## src/design/loas_pkg.sv

```systemverilog
// Shared types and constants for the lidar obstacle-avoid steering block.
// Used by the front, queue, back and top-level modules; no dependencies.
`timescale 1ns / 1ps

package loas_pkg;

	// Default range field width in bits
	localparam int RANGE_WIDTH_DEF = 12;

	// Configuration register indexes and reset values
	localparam int CFG_ADDR_W = 2;
	localparam int CFG_DATA_W = 10;
	localparam logic [CFG_ADDR_W-1:0] REG_SEARCH_PERIOD = 2'd0;
	localparam logic [CFG_ADDR_W-1:0] REG_SIDE_MARGIN   = 2'd1;
	localparam logic [CFG_ADDR_W-1:0] REG_BACKOFF_SPEED = 2'd2;
	localparam logic [7:0] SEARCH_PERIOD_RST = 8'd80;
	localparam logic [9:0] SIDE_MARGIN_RST   = 10'd120;
	localparam logic [7:0] BACKOFF_SPEED_RST = 8'd60;

	// Hold times in milliseconds
	localparam logic [9:0] HOLD_STOP      = 10'd150;
	localparam logic [9:0] HOLD_BACK      = 10'd350;
	localparam logic [9:0] HOLD_BACK_LONG = 10'd800;

	// Output packing: action, turn_degrees, motor_speed, hold_ms
	localparam int OUT_FIELDS_W = 2 + 9 + 8 + 10;
	localparam int OUT_W        = ((OUT_FIELDS_W + 7) / 8) * 8;
	localparam int OUT_PAD      = OUT_W - OUT_FIELDS_W;

	// Plan queue depth and command index width (up to seven commands per tick)
	localparam int QUEUE_DEPTH = 4;
	localparam int CMD_IDX_W   = 3;

	// Command action codes
	typedef enum logic [1:0] {
		ACT_TURN = 2'd0,
		ACT_FWD  = 2'd1,
		ACT_REV  = 2'd2,
		ACT_STOP = 2'd3
	} act_t;

	// Kind of main decision for a tick
	typedef enum logic [1:0] {
		KIND_TURN   = 2'd0,
		KIND_ESCAPE = 2'd1,
		KIND_FWD    = 2'd2
	} kind_t;

	// Classified tick handed from front to back
	typedef struct packed {
		logic               has_search;
		logic signed [8:0]  search_deg;
		kind_t              kind;
		logic signed [8:0]  deg;
		logic [7:0]         spd;
		logic               long_esc;
	} plan_t;

endpackage

```

## src/design/loas_front.sv

```systemverilog
// Front part: configuration registers, tick/search/escape state and tick
// classification into a plan. Depends on loas_pkg.
`timescale 1ns / 1ps

module loas_front #(
	parameter int RANGE_WIDTH = loas_pkg::RANGE_WIDTH_DEF
) (
	input  logic                             clk,
	input  logic                             arst_n,
	input  logic                             cfg_valid,
	input  logic [loas_pkg::CFG_ADDR_W-1:0]  cfg_addr,
	input  logic [loas_pkg::CFG_DATA_W-1:0]  cfg_data,
	input  logic                             in_valid,
	input  logic [RANGE_WIDTH-1:0]           range_middle,
	input  logic [RANGE_WIDTH-1:0]           range_left,
	input  logic [RANGE_WIDTH-1:0]           range_right,
	input  logic                             full,
	output logic                             in_ready,
	output logic                             push,
	output loas_pkg::plan_t                  plan
);

	localparam int SUM_W = (RANGE_WIDTH > 10 ? RANGE_WIDTH : 10) + 1;
	localparam logic [RANGE_WIDTH-1:0] R220 = RANGE_WIDTH'(220);
	localparam logic [RANGE_WIDTH-1:0] R250 = RANGE_WIDTH'(250);
	localparam logic [RANGE_WIDTH-1:0] R280 = RANGE_WIDTH'(280);
	localparam logic [RANGE_WIDTH-1:0] R300 = RANGE_WIDTH'(300);
	localparam logic [RANGE_WIDTH-1:0] R320 = RANGE_WIDTH'(320);
	localparam logic [RANGE_WIDTH-1:0] R350 = RANGE_WIDTH'(350);
	localparam logic [RANGE_WIDTH-1:0] R400 = RANGE_WIDTH'(400);
	localparam logic [RANGE_WIDTH-1:0] R450 = RANGE_WIDTH'(450);
	localparam logic [RANGE_WIDTH-1:0] R500 = RANGE_WIDTH'(500);

	logic [7:0] search_period_q;
	logic [9:0] side_margin_q;
	logic [7:0] backoff_speed_q;
	logic [7:0] tick_count_q;
	logic [2:0] search_step_q;
	logic [1:0] escape_step_q;

	logic [8:0]        next_tick;
	logic              fire;
	logic signed [8:0] search_deg;
	logic [2:0]        search_step_adv;
	logic              band25, band45, band65, close_hit;
	logic [SUM_W-1:0]  l_ext, r_ext, margin_ext;
	logic              l_clear, r_clear, l_ge_r;
	logic signed [8:0] band_mag, side_deg, esc_mag;
	logic [7:0]        fwd_spd;

	assign in_ready = !full;
	assign push     = in_valid && !full;

	// Write configuration registers
	always_ff @(posedge clk or negedge arst_n) begin
		if (!arst_n) begin
			search_period_q <= loas_pkg::SEARCH_PERIOD_RST;
			side_margin_q   <= loas_pkg::SIDE_MARGIN_RST;
			backoff_speed_q <= loas_pkg::BACKOFF_SPEED_RST;
		end else if (cfg_valid) begin
			case (cfg_addr)
				loas_pkg::REG_SEARCH_PERIOD: search_period_q <= cfg_data[7:0];
				loas_pkg::REG_SIDE_MARGIN:   side_margin_q   <= cfg_data;
				loas_pkg::REG_BACKOFF_SPEED: backoff_speed_q <= cfg_data[7:0];
				default: ;
			endcase
		end
	end

	// Search counter and pattern step
	always_comb begin
		next_tick = {1'b0, tick_count_q} + 9'd1;
		fire      = next_tick > {1'b0, search_period_q};
		case (search_step_q)
			3'd0, 3'd1: search_deg = 9'sd15;
			3'd2:       search_deg = 9'sd30;
			3'd3:       search_deg = 9'sd45;
			3'd4:       search_deg = 9'sd60;
			default:    search_deg = -9'sd165;
		endcase
		search_step_adv = (search_step_q < 3'd5) ? search_step_q + 3'd1 : 3'd0;
	end

	// Classify the forward range and pick the side
	always_comb begin
		band25    = (range_middle > R280) && (range_middle < R320);
		band45    = (range_middle > R250) && (range_middle < R280);
		band65    = (range_middle > R220) && (range_middle < R250);
		close_hit = (range_middle != '0) && (range_middle <= R220);

		l_ext      = SUM_W'(range_left);
		r_ext      = SUM_W'(range_right);
		margin_ext = SUM_W'(side_margin_q);
		l_clear    = l_ext > r_ext + margin_ext;
		r_clear    = r_ext > l_ext + margin_ext;
		l_ge_r     = range_left >= range_right;

		if (band25)      band_mag = 9'sd25;
		else if (band45) band_mag = 9'sd45;
		else             band_mag = 9'sd65;

		if (l_clear)      side_deg = -band_mag;
		else if (r_clear) side_deg = band_mag;
		else              side_deg = l_ge_r ? -band_mag : band_mag;

		case (escape_step_q)
			2'd0:    esc_mag = 9'sd60;
			2'd1:    esc_mag = 9'sd100;
			2'd2:    esc_mag = 9'sd145;
			default: esc_mag = 9'sd180;
		endcase

		if (range_middle > R500 && range_left > R350 && range_right > R350)
			fwd_spd = 8'd155;
		else if (range_middle > R450 && range_left > R300 && range_right > R300)
			fwd_spd = 8'd130;
		else if (range_middle > R400) fwd_spd = 8'd120;
		else if (range_middle > R350) fwd_spd = 8'd100;
		else if (range_middle > R300) fwd_spd = 8'd90;
		else                          fwd_spd = 8'd70;
	end

	// Build the plan for this tick
	always_comb begin
		plan.has_search = fire;
		plan.search_deg = search_deg;
		plan.long_esc   = 1'b0;
		plan.spd        = 8'd0;
		plan.deg        = 9'sd0;
		if (band25 || band45 || band65) begin
			plan.kind = loas_pkg::KIND_TURN;
			plan.deg  = side_deg;
		end else if (close_hit) begin
			plan.kind     = loas_pkg::KIND_ESCAPE;
			plan.spd      = backoff_speed_q;
			plan.long_esc = (escape_step_q == 2'd3);
			if (escape_step_q == 2'd3)       plan.deg = esc_mag;
			else if (range_left > range_right) plan.deg = -esc_mag;
			else                             plan.deg = esc_mag;
		end else begin
			plan.kind = loas_pkg::KIND_FWD;
			plan.spd  = fwd_spd;
		end
	end

	// Advance tick state on each accepted transaction
	always_ff @(posedge clk or negedge arst_n) begin
		if (!arst_n) begin
			tick_count_q  <= 8'd0;
			search_step_q <= 3'd0;
			escape_step_q <= 2'd0;
		end else if (push) begin
			if (close_hit && !(band25 || band45 || band65)) begin
				tick_count_q  <= 8'd0;
				search_step_q <= 3'd0;
				escape_step_q <= escape_step_q + 2'd1;
			end else begin
				tick_count_q  <= fire ? 8'd0 : next_tick[7:0];
				search_step_q <= fire ? search_step_adv : search_step_q;
				if (!(band25 || band45 || band65)) escape_step_q <= 2'd0;
			end
		end
	end

endmodule

```

## src/design/loas_queue.sv

```systemverilog
// Short plan queue between front and back so each side stalls on its own.
// Depends on loas_pkg.
`timescale 1ns / 1ps

module loas_queue (
	input  logic            clk,
	input  logic            arst_n,
	input  logic            push,
	input  loas_pkg::plan_t push_plan,
	input  logic            pop,
	output logic            full,
	output logic            empty,
	output loas_pkg::plan_t head
);

	localparam int DEPTH = loas_pkg::QUEUE_DEPTH;
	localparam int PTR_W = $clog2(DEPTH);
	localparam int CNT_W = $clog2(DEPTH + 1);

	loas_pkg::plan_t  entry_q [DEPTH];
	logic [PTR_W-1:0] wr_ptr_q, rd_ptr_q;
	logic [CNT_W-1:0] count_q;

	assign full  = (count_q == CNT_W'(DEPTH));
	assign empty = (count_q == '0);
	assign head  = entry_q[rd_ptr_q];

	// Store pushed plans
	always_ff @(posedge clk) begin
		if (push) entry_q[wr_ptr_q] <= push_plan;
	end

	// Move pointers and occupancy
	always_ff @(posedge clk or negedge arst_n) begin
		if (!arst_n) begin
			wr_ptr_q <= '0;
			rd_ptr_q <= '0;
			count_q  <= '0;
		end else begin
			if (push) wr_ptr_q <= wr_ptr_q + PTR_W'(1);
			if (pop)  rd_ptr_q <= rd_ptr_q + PTR_W'(1);
			case ({push, pop})
				2'b10:   count_q <= count_q + CNT_W'(1);
				2'b01:   count_q <= count_q - CNT_W'(1);
				default: count_q <= count_q;
			endcase
		end
	end

endmodule

```

## src/design/loas_back.sv

```systemverilog
// Back part: expands each queued plan into its command sequence, one command
// per cycle while the output is not stalled, into an output register. Depends on loas_pkg.
`timescale 1ns / 1ps

module loas_back (
	input  logic                    clk,
	input  logic                    arst_n,
	input  logic                    empty,
	input  loas_pkg::plan_t         head,
	output logic                    pop,
	input  logic                    out_ready,
	output logic                    out_valid,
	output loas_pkg::act_t          out_act,
	output logic signed [8:0]       out_deg,
	output logic [7:0]              out_spd,
	output logic [9:0]              out_hold,
	output logic                    out_last
);

	localparam int IW = loas_pkg::CMD_IDX_W;

	logic [IW-1:0]     k_q;
	logic [IW-1:0]     j;
	logic [IW-1:0]     cnt;
	logic              in_search, last, advance, load;
	loas_pkg::act_t    act;
	logic signed [8:0] deg;
	logic [7:0]        spd;
	logic [9:0]        hold;

	// Select the command at the current position
	always_comb begin
		in_search = head.has_search && (k_q == '0);
		j         = k_q - IW'(head.has_search);
		case (head.kind)
			loas_pkg::KIND_ESCAPE: cnt = head.long_esc ? IW'(6) : IW'(4);
			default:               cnt = IW'(1);
		endcase
		last = !in_search && (j == cnt - IW'(1));

		act  = loas_pkg::ACT_TURN;
		deg  = 9'sd0;
		spd  = 8'd0;
		hold = 10'd0;
		if (in_search) begin
			deg = head.search_deg;
		end else begin
			case (head.kind)
				loas_pkg::KIND_TURN: deg = head.deg;
				loas_pkg::KIND_FWD: begin
					act = loas_pkg::ACT_FWD;
					spd = head.spd;
				end
				loas_pkg::KIND_ESCAPE: begin
					case (j)
						IW'(0), IW'(2), IW'(4): begin
							act  = loas_pkg::ACT_STOP;
							hold = loas_pkg::HOLD_STOP;
						end
						IW'(1): begin
							act  = loas_pkg::ACT_REV;
							spd  = head.spd;
							hold = loas_pkg::HOLD_BACK;
						end
						IW'(3): begin
							if (head.long_esc) begin
								act  = loas_pkg::ACT_REV;
								spd  = head.spd;
								hold = loas_pkg::HOLD_BACK_LONG;
							end else begin
								deg = head.deg;
							end
						end
						default: deg = head.deg;
					endcase
				end
				default: ;
			endcase
		end
	end

	assign advance = !out_valid || out_ready;
	assign load    = advance && !empty;
	assign pop     = load && last;

	// Step through the plan
	always_ff @(posedge clk or negedge arst_n) begin
		if (!arst_n) begin
			k_q       <= '0;
			out_valid <= 1'b0;
		end else begin
			if (advance) out_valid <= !empty;
			if (load)    k_q <= last ? '0 : k_q + IW'(1);
		end
	end

	// Hold the command until the transaction completes
	always_ff @(posedge clk) begin
		if (load) begin
			out_act  <= act;
			out_deg  <= deg;
			out_spd  <= spd;
			out_hold <= hold;
			out_last <= last;
		end
	end

endmodule

```

## src/design/lidar_obstacle_avoid_steering.sv

```systemverilog
// Top level of the lidar obstacle-avoid steering block.
// Instantiates loas_front, loas_queue and loas_back; depends on loas_pkg.
//
// Usage:
//  - s_* channel: one navigation tick per transaction. s_tdata carries
//    range_middle, range_left, range_right, RANGE_WIDTH bits each.
//  - cfg_* channel: register writes (0 search_period, 1 side_margin,
//    2 backoff_speed); cfg_ready is always high, other indexes are dropped.
//  - m_* channel: one steering command per transaction; m_tlast marks the
//    last command of a tick. A tick yields 1 to 7 commands.
//  - The first command of a tick passes through the plan queue and then
//    the output register on its way to m_tdata.
//  - Throughput: the back sequencer emits one command per cycle while
//    m_tready is high. The front accepts a tick every cycle while the
//    four-entry plan queue has room.
//  - Reset: control state clears at once, configuration registers take
//    their defaults; no clearing pass.
//  - Stall: when m_tready is low the current command holds; the queue
//    keeps absorbing ticks until full, then s_tready drops.
`timescale 1ns / 1ps

module lidar_obstacle_avoid_steering #(
	parameter int RANGE_WIDTH = loas_pkg::RANGE_WIDTH_DEF
) (
	input  logic                            clk,
	input  logic                            arst_n,
	input  logic                            cfg_valid,
	output logic                            cfg_ready,
	input  logic [loas_pkg::CFG_ADDR_W-1:0] cfg_addr,
	input  logic [loas_pkg::CFG_DATA_W-1:0] cfg_data,
	input  logic                            s_tvalid,
	output logic                            s_tready,
	// range_middle, range_left, range_right, zero pad
	input  logic [((3*RANGE_WIDTH+7)/8)*8-1:0] s_tdata,
	output logic                            m_tvalid,
	input  logic                            m_tready,
	// action[1:0], turn_degrees[10:2], motor_speed[18:11], hold_ms[28:19], zero pad
	output logic [loas_pkg::OUT_W-1:0]      m_tdata,
	output logic                            m_tlast
);

	logic              push, full, empty, pop;
	loas_pkg::plan_t   plan, head;
	loas_pkg::act_t    out_act;
	logic signed [8:0] out_deg;
	logic [7:0]        out_spd;
	logic [9:0]        out_hold;

	assign cfg_ready = 1'b1;

	loas_front #(.RANGE_WIDTH(RANGE_WIDTH)) u_front (
		.clk          (clk),
		.arst_n       (arst_n),
		.cfg_valid    (cfg_valid),
		.cfg_addr     (cfg_addr),
		.cfg_data     (cfg_data),
		.in_valid     (s_tvalid),
		.range_middle (s_tdata[RANGE_WIDTH-1:0]),
		.range_left   (s_tdata[2*RANGE_WIDTH-1:RANGE_WIDTH]),
		.range_right  (s_tdata[3*RANGE_WIDTH-1:2*RANGE_WIDTH]),
		.full         (full),
		.in_ready     (s_tready),
		.push         (push),
		.plan         (plan)
	);

	loas_queue u_queue (
		.clk       (clk),
		.arst_n    (arst_n),
		.push      (push),
		.push_plan (plan),
		.pop       (pop),
		.full      (full),
		.empty     (empty),
		.head      (head)
	);

	loas_back u_back (
		.clk       (clk),
		.arst_n    (arst_n),
		.empty     (empty),
		.head      (head),
		.pop       (pop),
		.out_ready (m_tready),
		.out_valid (m_tvalid),
		.out_act   (out_act),
		.out_deg   (out_deg),
		.out_spd   (out_spd),
		.out_hold  (out_hold),
		.out_last  (m_tlast)
	);

	// Pack the command
	assign m_tdata = {{loas_pkg::OUT_PAD{1'b0}}, out_hold, out_spd, out_deg, out_act};

	// Only turns carry an angle
	a_deg_turn_only: assert property (@(posedge clk) disable iff (!arst_n)
		m_tvalid && (m_tdata[1:0] != loas_pkg::ACT_TURN) |-> (m_tdata[10:2] == 9'd0))
		else $error("turn angle on a non-turn command");

	// Only drives carry a speed
	a_spd_drive_only: assert property (@(posedge clk) disable iff (!arst_n)
		m_tvalid && (m_tdata[1:0] == loas_pkg::ACT_TURN || m_tdata[1:0] == loas_pkg::ACT_STOP)
		|-> (m_tdata[18:11] == 8'd0))
		else $error("motor speed on a turn or stop command");

	// Turns and forward drives hold zero time; a stop is never the last command
	a_hold_kind: assert property (@(posedge clk) disable iff (!arst_n)
		m_tvalid && (m_tdata[1:0] == loas_pkg::ACT_TURN || m_tdata[1:0] == loas_pkg::ACT_FWD)
		|-> (m_tdata[28:19] == 10'd0))
		else $error("hold time on a turn or forward command");

	a_stop_not_last: assert property (@(posedge clk) disable iff (!arst_n)
		m_tvalid && m_tlast |-> (m_tdata[1:0] != loas_pkg::ACT_STOP))
		else $error("tick ended on a stop command");

endmodule
```

## config.mk

```make
export PLATFORM = sky130hd
export DESIGN_NAME = lidar_obstacle_avoid_steering
export DESIGN_NICKNAME = d
export VERILOG_FILES = /design/src/design/loas_pkg.sv /design/src/design/loas_front.sv /design/src/design/loas_queue.sv /design/src/design/loas_back.sv /design/src/design/lidar_obstacle_avoid_steering.sv
export SDC_FILE = /design/constraint.sdc
export NUM_CORES = 1
export LEC_CHECK = 0
export BUFFER_PORTS_ARGS = -buffer_cell sky130_fd_sc_hd__buf_2
export CORE_ASPECT_RATIO = 0.9
export CORE_UTILIZATION = 55
export CTS_CLUSTER_DIAMETER = 60
export DETAILED_ROUTE_END_ITERATION = 10
export PLACE_DENSITY = 0.84
export SYNTH_ARGS = -nofsm -noshare
export SYNTH_HDL_FRONTEND = slang
export SYNTH_HIERARCHICAL = 1
export SYNTH_SLANG_ARGS = --single-unit
```

## constraint.sdc

```tcl
create_clock -name clk -period 3.9 [get_ports clk]
set_clock_uncertainty 0.15 [all_clocks]
set_input_delay 0.78 -clock clk [delete_from_list [all_inputs] [get_ports clk]]
set_output_delay 0.78 -clock clk [all_outputs]
set_load 0.01 [all_outputs]
```

==> flow_summary.ini, run 1 <==
[run_status]
status = finished with violations
violations = negative setup slack

[min_path]
min_path_cells = 2
min_path_type = reg2reg
holdCritStartpoint = u_queue/count_q[1]$_DFFE_PN0P_
hold_end = u_back/out_valid$_DFFE_PN0N_

[clock_tree]
cts_tree = built
cts-root-buf = clkbuf_16
clock_latency_ns = 0.44
cts_buffer_depth = 2
cts_buffers = 17
clk_pin_slew_worst_paths_ns = 0.08
ctsHtreeMaxLevel = 4
clock-sinks = 195

[timing]
min_period_ns = 4.06
fmaxAchievable_ghz = 0.246
hold_viol_final = 0
setup_violations = 16
rsz0062_at_grt = yes
tightest_slew_ns = 1.08
finalCritPeriodShare = 1.04
fin_ws_ns = -0.164
setup_tns_ns = -2.16
maxSlewViolCount = 0
slew_headroom = 0.277

[yosys]
synthDominantCellAreaShare = 0.399
synth_enable_flop_cells = 145
synth_ff_type = edfxtp_1
synth.distinct_cells = 75
avgSynthCellArea_sq_um = 12.3
netlist_top_cells_area = edfxtp_1, ha_1, dfrtp_1, mux4_2, o21ai_0
synth_area_sq_um = 10900
yosysWarnings = 6
synth_seq_cells = 195
async_reset_ff_frac = 0.256
synthCells = 889
yosys.area.top_type = edfxtp_1
seq_area_frac_synth = 0.515

[critical_path]
worstPathCellList = buf_2 > ha_4 > inv_2 > fa_2 > nor2b_2 > o31a_1 > o211ai_1 > nand4_1 > xnor2_2 > ha_1 > nand3_2 > nor3_2 > o31ai_2 > o211a_1 > o32a_4 > o21a_1 > a221o_2
critPathKind = in2reg
path_depth = 17
path_delay_family = compound AO/OA/AOI/OAI gates
cp-start-kind = primary input
critPathSlowestCell = o32a_4
worstPathArrival_ns = 4.09
path_max_fanout = 6
endpoint_kind = register
reg2reg_from = u_front/side_margin_q[0]$_DFFE_PN0P_
reg2reg_depth = 16
cp.required_ns = 3.92
max_stage_delay_ns = 0.36
crit_buf_inv = 2
rrSetupSlack_ns = -0.16
rr_endpoint = u_queue/entry_q[2][13]$_DFFE_PP_

[placed_design]
placed_area_sq_um = 12000
numPortBuffers = 83
place.gp.congestion = 0.932
dp_hpwl_um = 17500
dp_cells = 1258

[die]
die-area_sq_um = 20400
fp-row-count = 48
die_x_um = 150
io-pin-count = 93
coreArea_sq_um = 19300
initial_core_util = 0.566
chipHeight_um = 136

[power]
p_int_mw = 5.44
pwr-share-clk = 0.206
p_sw_frac = 0.366
switching_power_mw = 3.15
seqPwrFrac = 0.376
ir_drop_mv = 0.370
pwr-share-comb = 0.418
power.leakage_nw = 5.35
power_mw = 8.59
p_per_area_nw_per_um2 = 666

[layout]
final_cell_count_no_fill = 1300
num_antenna_cells = 0
area_delta_synth_final_pct = 18.1
fin_nets = 1186
drive_above_1_share = 0.290
design_area_sq_um = 12900
fin_util = 0.668

[job]
cap_violations = 0

[routing]
routed_wl_um = 24700
via_count = 7638
drc = 0
drtIter0Drc = 585
wire_per_inst_um = 19.0
viasPerCell = 5.88
ant_nets = 0
firstDrtPassIters = 5

[grt]
antenna_found_initial = 0
grt_pass1_vias = 7333
grtUsageTotal = 0.253
grt_max_degree = 44
grt_overflow = 0
grt_pass1_wl_um = 38600
==> metal layers <==
layer	up-vias	routed length [um]	track usage
li1	3602	-	-
met3	29	1460	0.0421
met1	3718	10800	0.346
met2	289	12100	0.417
met4	0	360	0.0707
met5	-	0	0
==> layout by cell type, fill, tap and decap left out, types with 9 or more instances in the layout <==
cell,synthesis,routed
a21o_1,12,12
a21oi_1,37,30
and2_1,14,14
buf_2,6,83
buf_4,13,75
clkbuf_16,0,17
dfrtp_1,40,37
dfstp_2,10,10
edfxtp_1,145,145
ha_1,89,84
inv_1,57,56
mux2_2,20,20
mux4_2,28,28
nand2_1,75,74
nand2b_1,15,14
nand3_1,26,25
nand4_1,11,11
nor2_1,42,41
nor3_1,19,18
o21a_1,10,10
o21ai_0,60,52
o21ai_1,5,9
xnor2_1,13,12
xor2_1,19,19
==> worst max path at each step <==
stage                                            end                            startpoint
global route        u_queue/entry_q[2][13]$_DFFE_PP_  u_front/side_margin_q[0]$_DFFE_PN0P_
finish              u_queue/entry_q[2][13]$_DFFE_PP_                           s_tdata[12]
detailed placement  u_queue/entry_q[1][13]$_DFFE_PP_                           s_tdata[24]
global placement    u_queue/entry_q[2][13]$_DFFE_PP_                           s_tdata[24]
floorplan           u_queue/entry_q[0][13]$_DFFE_PP_                           s_tdata[24]
CTS                 u_queue/entry_q[2][13]$_DFFE_PP_  u_front/side_margin_q[0]$_DFFE_PN0P_
==> registers in the layout, summed over array words and instances, names as in the netlist, 3 cells and up <==
signal                   count
u_front/search_step_q        3
u_front/backoff_speed_q      8
u_queue/count_q              3
u_front/side_margin_q       10
u_back/out_deg               9
u_front/search_period_q      8
u_back/out_hold              5
u_back/out_spd               8
u_back/k_q                   3
u_front/tick_count_q         8
u_queue/entry_q            120
==> power groups by stage <==
stage / combinational (mW) / sequential, mW / clock (mW)
floorplan: 2.40 / 3.25 / 0
global route: 3.92 / 3.28 / 1.88
finish: 3.59 / 3.23 / 1.77
global placement: 3.18 / 3.22 / 0
CTS: 3.40 / 3.22 / 1.80
detailed placement: 3.33 / 3.26 / 0
==> worst min-delay path, delay by kind of cell, from the launching register on <==
| family | cells | cell delay [ns] |
|---|---|---|
| and+or+nand+nor | 2 | 0.10 |
| DFF | 1 | 0.36 |
==> cell type report <==
class                      count  area (sq um)
clock buffer                  17           425
sequential                   195          5620
clock inverter                15           199
tap                          250           313
timing repair buffer         161          1020
inverter                      57           214
multi-input combinational    605          5090
fill                        1379          6390
==> cell usage after synthesis, types with 6 or more instances <==
master / n
nand2b_1: 15
and2_1: 14
a21oi_1: 37
xor2_1: 19
xnor2_1: 13
inv_1: 57
edfxtp_1: 145
dfstp_2: 10
a21o_1: 12
o21ai_0: 60
buf_2: 6
nand3_1: 26
nand2_1: 75
nor3_1: 19
or3_1: 8
a211oi_1: 6
nand4_1: 11
o211a_1: 6
mux2_2: 20
mux4_2: 28
clkbuf_1: 8
nor2_1: 42
ha_1: 89
o21a_1: 10
dfrtp_1: 40
buf_4: 13
==> per-stage QoR <==
stage / hold WS, ns / setup slack [ns]
floorplan: 0.291 / -0.166
global placement: 0.315 / -0.525
detailed placement: 0.320 / -0.572
CTS: 0.338 / -0.0707
global route: 0.379 / -0.258
finish: 0.341 / -0.164
==> what timing repair did <==
item | 4_1_cts | 5_1_grt
buffers inserted | 3 | 7
hold buffers | 0 | 0
hold endpoints to repair | 0 | 0
pin swaps | 11 | 12
resized for setup | 10 | 30
setup endpoints to repair | 32 | 33
==> cells by family (layout without fill, tap and decap cells) <==
group | count (synthesis) | count (layout) | share of synthesized area
and+or+nand+nor | 241 | 241 | 0.111
DFF | 195 | 195 | 0.515
AOI/OAI and AO/OA | 177 | 177 | 0.107
adders and majority gates | 92 | 92 | 0.108
buffers and inverters | 91 | 250 | 0.0430
muxes | 55 | 55 | 0.0879
xor gates and xnor gates | 33 | 33 | 0.0272
other | 5 | 7 | 0.00172
Note: power is estimated with default switching activity, not from simulation.
==> inputs of run 2 (changes only) <==
CTS_BUF_LIST = sky130_fd_sc_hd__clkbuf_8   (was unset)
SETUP_SLACK_MARGIN = 0.15   (was unset)
==> flow_summary.ini, run 2 (synthesis results as in run 1) <==
[run_status]
status = finished with violations
violations = negative setup slack

[routing]
drc = 0
firstDrtPassIters = 5
via_count = 7585
viasPerCell = 5.85
routed_wl_um = 24000
ant_nets = 0
wire_per_inst_um = 18.5
drtIter0Drc = 587

[critical_path]
reg2reg_from = u_front/side_margin_q[0]$_DFFE_PN0P_
max_stage_delay_ns = 0.48
critPathKind = reg2reg
worstPathCellList = ha_4 > fa_2 > a211oi_4 > o21ai_2 > o2111ai_2 > nand2b_1 > a21o_1 > a21oi_2 > xnor2_1 > ha_2 > o21ai_1 > nand2b_1 > a21oi_2 > nor4_4 > nor2_4 > a221o_2
cp-start-kind = register
endpoint_kind = register
path_max_fanout = 6
critPathSlowestCell = nor4_4
crit_path_start = u_front/side_margin_q[0]$_DFFE_PN0P_
worstPathArrival_ns = 4.12
cp.required_ns = 3.97

[timing]
rsz0062_at_grt = yes
hold_viol_final = 0
maxSlewViolCount = 0
fmaxAchievable_ghz = 0.247
finalCritPeriodShare = 1.04
fin_ws_ns = -0.153
tightest_slew_ns = 1.07
setup_violations = 26
min_period_ns = 4.05
slew_headroom = 0.283

[die]
io-pin-count = 93
coreArea_sq_um = 19300
initial_core_util = 0.566
die-area_sq_um = 20400
fp-row-count = 48
chipHeight_um = 136
die_x_um = 150

[layout]
area_delta_synth_final_pct = 15.9
final_cell_count_no_fill = 1297
num_antenna_cells = 0
most-common-layout-cells = edfxtp_1, buf_2, ha_1
top_register = u_queue/entry_q
drive_above_1_share = 0.290
design_area_sq_um = 12600
fill_cells = 1353
largest_register_ffs = 120
mostFrequentLayoutCell = edfxtp_1
fin_nets = 1184
top_regs = u_queue/entry_q (120), u_front/side_margin_q (10), u_back/out_deg (9)

[placed_design]
place.gp.congestion = 0.966
dp_hpwl_um = 17500
dp_cells = 1258
placed_area_sq_um = 12000
numPortBuffers = 83

[grt]
grt_overflow = 0
grt_pass1_vias = 7511
grt_max_degree = 42
grtUsageTotal = 0.248
grt_pass1_wl_um = 37900
antenna_found_initial = 0

[clock_tree]
clk_pin_slew_worst_paths_ns = 0.11
clock-sinks = 195
cts_buffers = 17
ctsHtreeMaxLevel = 4
clock_latency_ns = 0.47
hold_buffers = 0
cts_buffer_depth = 2
cts-root-buf = clkbuf_8
cts_tree = built

[power]
p_per_area_nw_per_um2 = 642
ir_drop_mv = 0.401
power_mw = 8.11
power.leakage_nw = 5.24

[job]
cap_violations = 0

[min_path]
min_path_type = in2async
==> run 2: metrics by stage <==
stage / setup TNS (ns) / hold slack (ns) / worst slack, ns / utilization
floorplan: -1.48 / 0.291 / -0.166 / -
global placement: -13.65 / 0.316 / -0.525 / 0.621
detailed placement: -18.15 / 0.309 / -0.615 / 0.621
CTS: -0.552 / 0.338 / -0.0692 / 0.653
global route: -5.79 / 0.357 / -0.285 / 0.656
finish: -1.38 / 0.295 / -0.153 / 0.656
==> run 2: worst paths after layout <==
path                                                        endpoint  slack [ns]  cells after the start
worst min register to register          u_back/out_valid$_DFFE_PN0N_        0.35                      2
min in group clk                        u_back/out_valid$_DFFE_PN0N_        0.35                      2
worst min-delay path                 u_queue/rd_ptr_q[0]$_DFFE_PN0P_        0.29                      1
worst max register to register      u_queue/entry_q[0][13]$_DFFE_PP_       -0.15                     16
worst max-delay path                u_queue/entry_q[0][13]$_DFFE_PP_       -0.15                     16
max in group asynchronous       u_front/side_margin_q[5]$_DFFE_PN1P_        2.50                      2
==> run 2: per-layer routing <==
layer | up-vias | wire, um | global-route usage
met5 | - | 0 | 0
met4 | 0 | 538 | 0.0892
met3 | 42 | 1410 | 0.0407
met2 | 290 | 11700 | 0.412
met1 | 3673 | 10400 | 0.328
li1 | 3580 | - | -
==> run 2: worst max-delay path, delay by kind of cell (launching register included) <==
kind	cells	cell delay [ns]
xor+xnor	1	0.10
flops	1	0.47
simple gates	4	0.78
fa+ha+maj	3	0.96
compound gates	8	1.35
==> run 2: repair_timing <==
item / 4_1_cts / 5_1_grt
gates resized for setup: 28 / 11
setup endpoints to repair: 33 / 33
gates cloned: 0 / 0
buffers inserted: 5 / 3
pin swaps: 21 / 22
==> run 2: where the power goes <==
group          internal, mW  leakage, nW  total (mW)  switching, mW
registers              2.97         1.95        3.22          0.246
logic                  1.57         3.08        3.55           1.98
clock network         0.548        0.210        1.34          0.793
==> run 2: area by class of cell <==
type | instances | area, sq um | area share
multi-input cells | 605 | 5080 | 0.402
inverters | 57 | 214 | 0.0169
repair buffers | 159 | 997 | 0.0789
flip-flops and latches | 195 | 5620 | 0.445
clock inverters | 14 | 184 | 0.0146
well taps | 250 | 313 | 0.0247
clock buffers | 17 | 234 | 0.0185
==> inputs of run 3 (changes only) <==
ABC_AREA = 1   (was unset)
SKIP_LAST_GASP = 1   (was unset)
==> flow_summary.ini, run 3 <==
[power]
p_int_mw = 4.94
power.leakage_nw = 6.34
p_per_area_nw_per_um2 = 645
seqPwrFrac = 0.385
pwr-share-clk = 0.146
p_sw_frac = 0.421
ir_drop_mv = 0.458
pwr-share-comb = 0.468
switching_power_mw = 3.59
power_mw = 8.53

[die]
io-pin-count = 93
initial_core_util = 0.568
chipHeight_um = 142
fp-row-count = 50
die-area_sq_um = 22300
coreArea_sq_um = 21000
die_x_um = 157

[grt]
grt_overflow = 0
grtUsageTotal = 0.230
antenna_found_initial = 0
grt_pass1_wl_um = 39900
grt_max_degree = 83
grt_pass1_vias = 8719

[clock_tree]
cts_tree = built
clock-sinks = 195
clock_latency_ns = 0.46
clk_pin_slew_worst_paths_ns = 0.10
cts_buffers = 17
cts_buffer_depth = 2
hold_buffers = 0
ctsHtreeMaxLevel = 4
cts-root-buf = clkbuf_8

[critical_path]
critPathSlowestCell = fa_1
worstPathCellList = buf_2 > ha_1 > fa_1 > a21oi_2 > o21bai_2 > nand3_1 > nand2_1 > nand2_1 > nand2_1 > xor2_1 > ha_1 > nand2_1 > nor2_1 > nand4_1 > o21ai_0 > nor2_1 > buf_4 > nand3_1 > nand2_1 > nand2_1 > nand2_1
path_delay_family = simple AND/OR/NAND/NOR gates
endpoint_kind = register
path_max_fanout = 4
worstPathArrival_ns = 3.60
cp-start-kind = primary input
critPathMostFrequentCell = nand2_1
crit_buf_inv = 2
critPathKind = in2reg
cp.required_ns = 3.95
max_stage_delay_ns = 0.42

[routing]
routed_wl_um = 24800
dr_wl_met2_um = 12300
via_count = 9213
firstDrtPassIters = 5
wire_per_inst_um = 14.1
met1_length_um = 10900
dr.max_layer_used = met4
viasPerCell = 5.25
ant_nets = 0
drc = 0
drtIter0Drc = 756
wl_met3_um = 1360

[layout]
fin_nets = 1606
design_area_sq_um = 13200
mostFrequentLayoutCell = nand2_1
area_delta_synth_final_pct = 10.8
num_antenna_cells = 0
largest_register_ffs = 120
most-common-layout-cells = nand2_1, inv_1, edfxtp_1
drive_above_1_share = 0.175
fin_util = 0.629
top_register = u_queue/entry_q
top_regs = u_queue/entry_q (120), u_front/side_margin_q (10), u_back/out_deg (9)

[timing]
hold_viol_final = 0
maxSlewViolCount = 0
fmaxAchievable_ghz = 0.281
finalCritPeriodShare = 0.912
tightest_slew_ns = 0.807
setup_violations = 0
rsz0062_at_grt = no
slew_headroom = 0.462
min_period_ns = 3.56

[placed_design]
placed_area_sq_um = 12800
place.gp.congestion = 0.948
dp_hpwl_um = 18500
numPortBuffers = 83

[min_path]
min_path_type = in2async

[yosys]
async_reset_ff_frac = 0.256
synth.distinct_cells = 48
netlist_top_cells_area = edfxtp_1, nand2_1, ha_1, dfrtp_1, inv_1
synthTopCellsByCount = nand2_1, inv_1, edfxtp_1, ha_1, nor2_1
synth_most_common_cell = nand2_1
synth_enable_flop_cells = 145
synth_seq_cells = 195
avgSynthCellArea_sq_um = 8.87
synthCells = 1347
yosysWarnings = 6
synthDominantCellAreaShare = 0.365
yosys.area.top_type = edfxtp_1
seq_area_frac_synth = 0.470
synth_ff_type = edfxtp_1
synth_area_sq_um = 11900

[run_status]
status = complete, no violations

[job]
cap_violations = 0
-- run 3: cell types whose count changed in the layout (fill, tap and decap cells not counted), sizes merged, moves of 15 or more --
cell    delta
buf       -29
o211ai    +62
inv      +170
mux2      -18
nand2b    -15
nand3     +30
nand2    +307
nor2      +40
mux4      -30
-- run 3: routing by layer --
metal  global-route usage  vias up
met5                    0        -
met3               0.0330       30
met1                0.296     4274
li1                     -     4608
met2                0.398      301
met4               0.0710        0
-- run 3: kinds of logic after synthesis --
group / after synthesis / share of synthesized area
AND/OR/NAND/NOR: 558 / 0.202
flip-flops: 195 / 0.470
XOR/XNOR: 31 / 0.0227
buffers and inverters: 269 / 0.0969
multiplexers: 2 / 0.00189
AO/OA/AOI/OAI: 195 / 0.106
other: 5 / 0.00157
adder cells (fa/ha/maj): 92 / 0.0983
-- run 3: final timing paths --
kind	from	end	slack, ns	cells after the start
hold reg to reg	u_front/search_period_q[6]$_DFFE_PN1P_	u_front/search_period_q[6]$_DFFE_PN1P_	0.35	2
hold / removal	arst_n	u_queue/rd_ptr_q[0]$_DFFE_PN0P_	0.21	1
max in group asynchronous	arst_n	u_front/backoff_speed_q[4]$_DFFE_PN1P_	2.56	2
setup / recovery	s_tdata[24]	u_queue/entry_q[2][14]$_DFFE_PP_	0.34	21
min in group clk	u_front/search_period_q[6]$_DFFE_PN1P_	u_front/search_period_q[6]$_DFFE_PN1P_	0.35	2
setup reg to reg	u_front/side_margin_q[0]$_DFFE_PN0P_	u_queue/entry_q[2][14]$_DFFE_PP_	0.36	20
-- run 3: power groups by stage --
| stage | clock (mW) | combinational, mW | sequential, mW |
|---|---|---|---|
| 2_1_floorplan | 0 | 3.00 | 3.31 |
| 3_3_place_gp | 0 | 3.75 | 3.32 |
| 3_5_place_dp | 0 | 3.90 | 3.35 |
| 4_1_cts | 1.27 | 3.92 | 3.31 |
| 5_1_grt | 1.35 | 4.54 | 3.35 |
| 6_report | 1.25 | 4.00 | 3.29 |
-- run 3: per-stage QoR --
step	TNS (ns)	setup WS, ns	cells	hold WS, ns
2_1_floorplan	0	0.315	1349	0.303
3_3_place_gp	-1.87	-0.0976	1721	0.322
5_1_grt	0	0.118	1755	0.245
6_report	0	0.342	1755	0.214
4_1_cts	0	0.168	1752	0.210
3_5_place_dp	-6.46	-0.231	1721	0.331
-- run 3: repair_timing --
item,CTS,global route
buffers inserted,0,3
setup endpoints to repair,0,33
gates resized for setup,0,21
-- run 3: cell type report --
cell class	count	area [sq um]
Clock buffer	17	234
Clock inverter	14	145
Fill cell	1702	7790
Inverter	228	863
Multi-Input combinational cell	885	5230
Sequential cell	195	5620
Tap cell	286	358
Timing Repair Buffer	130	776
-- run 3: worst register-to-register path: stages, from the launching register on --
cell and delay, ns:
dfrtp_1 0.42, ha_1 0.22, fa_1 0.42, a21oi_2 0.17
o21bai_2 0.11, nand3_1 0.11, nand2_1 0.09, nand2_1 0.07
nand2_1 0.06, xor2_1 0.15, ha_1 0.30, nand2_1 0.08
nor2_1 0.13, nand4_1 0.12, o21ai_0 0.09, nor2_1 0.10
buf_4 0.17, nand3_1 0.07, nand2_1 0.06, nand2_1 0.10
nand2_1 0.10
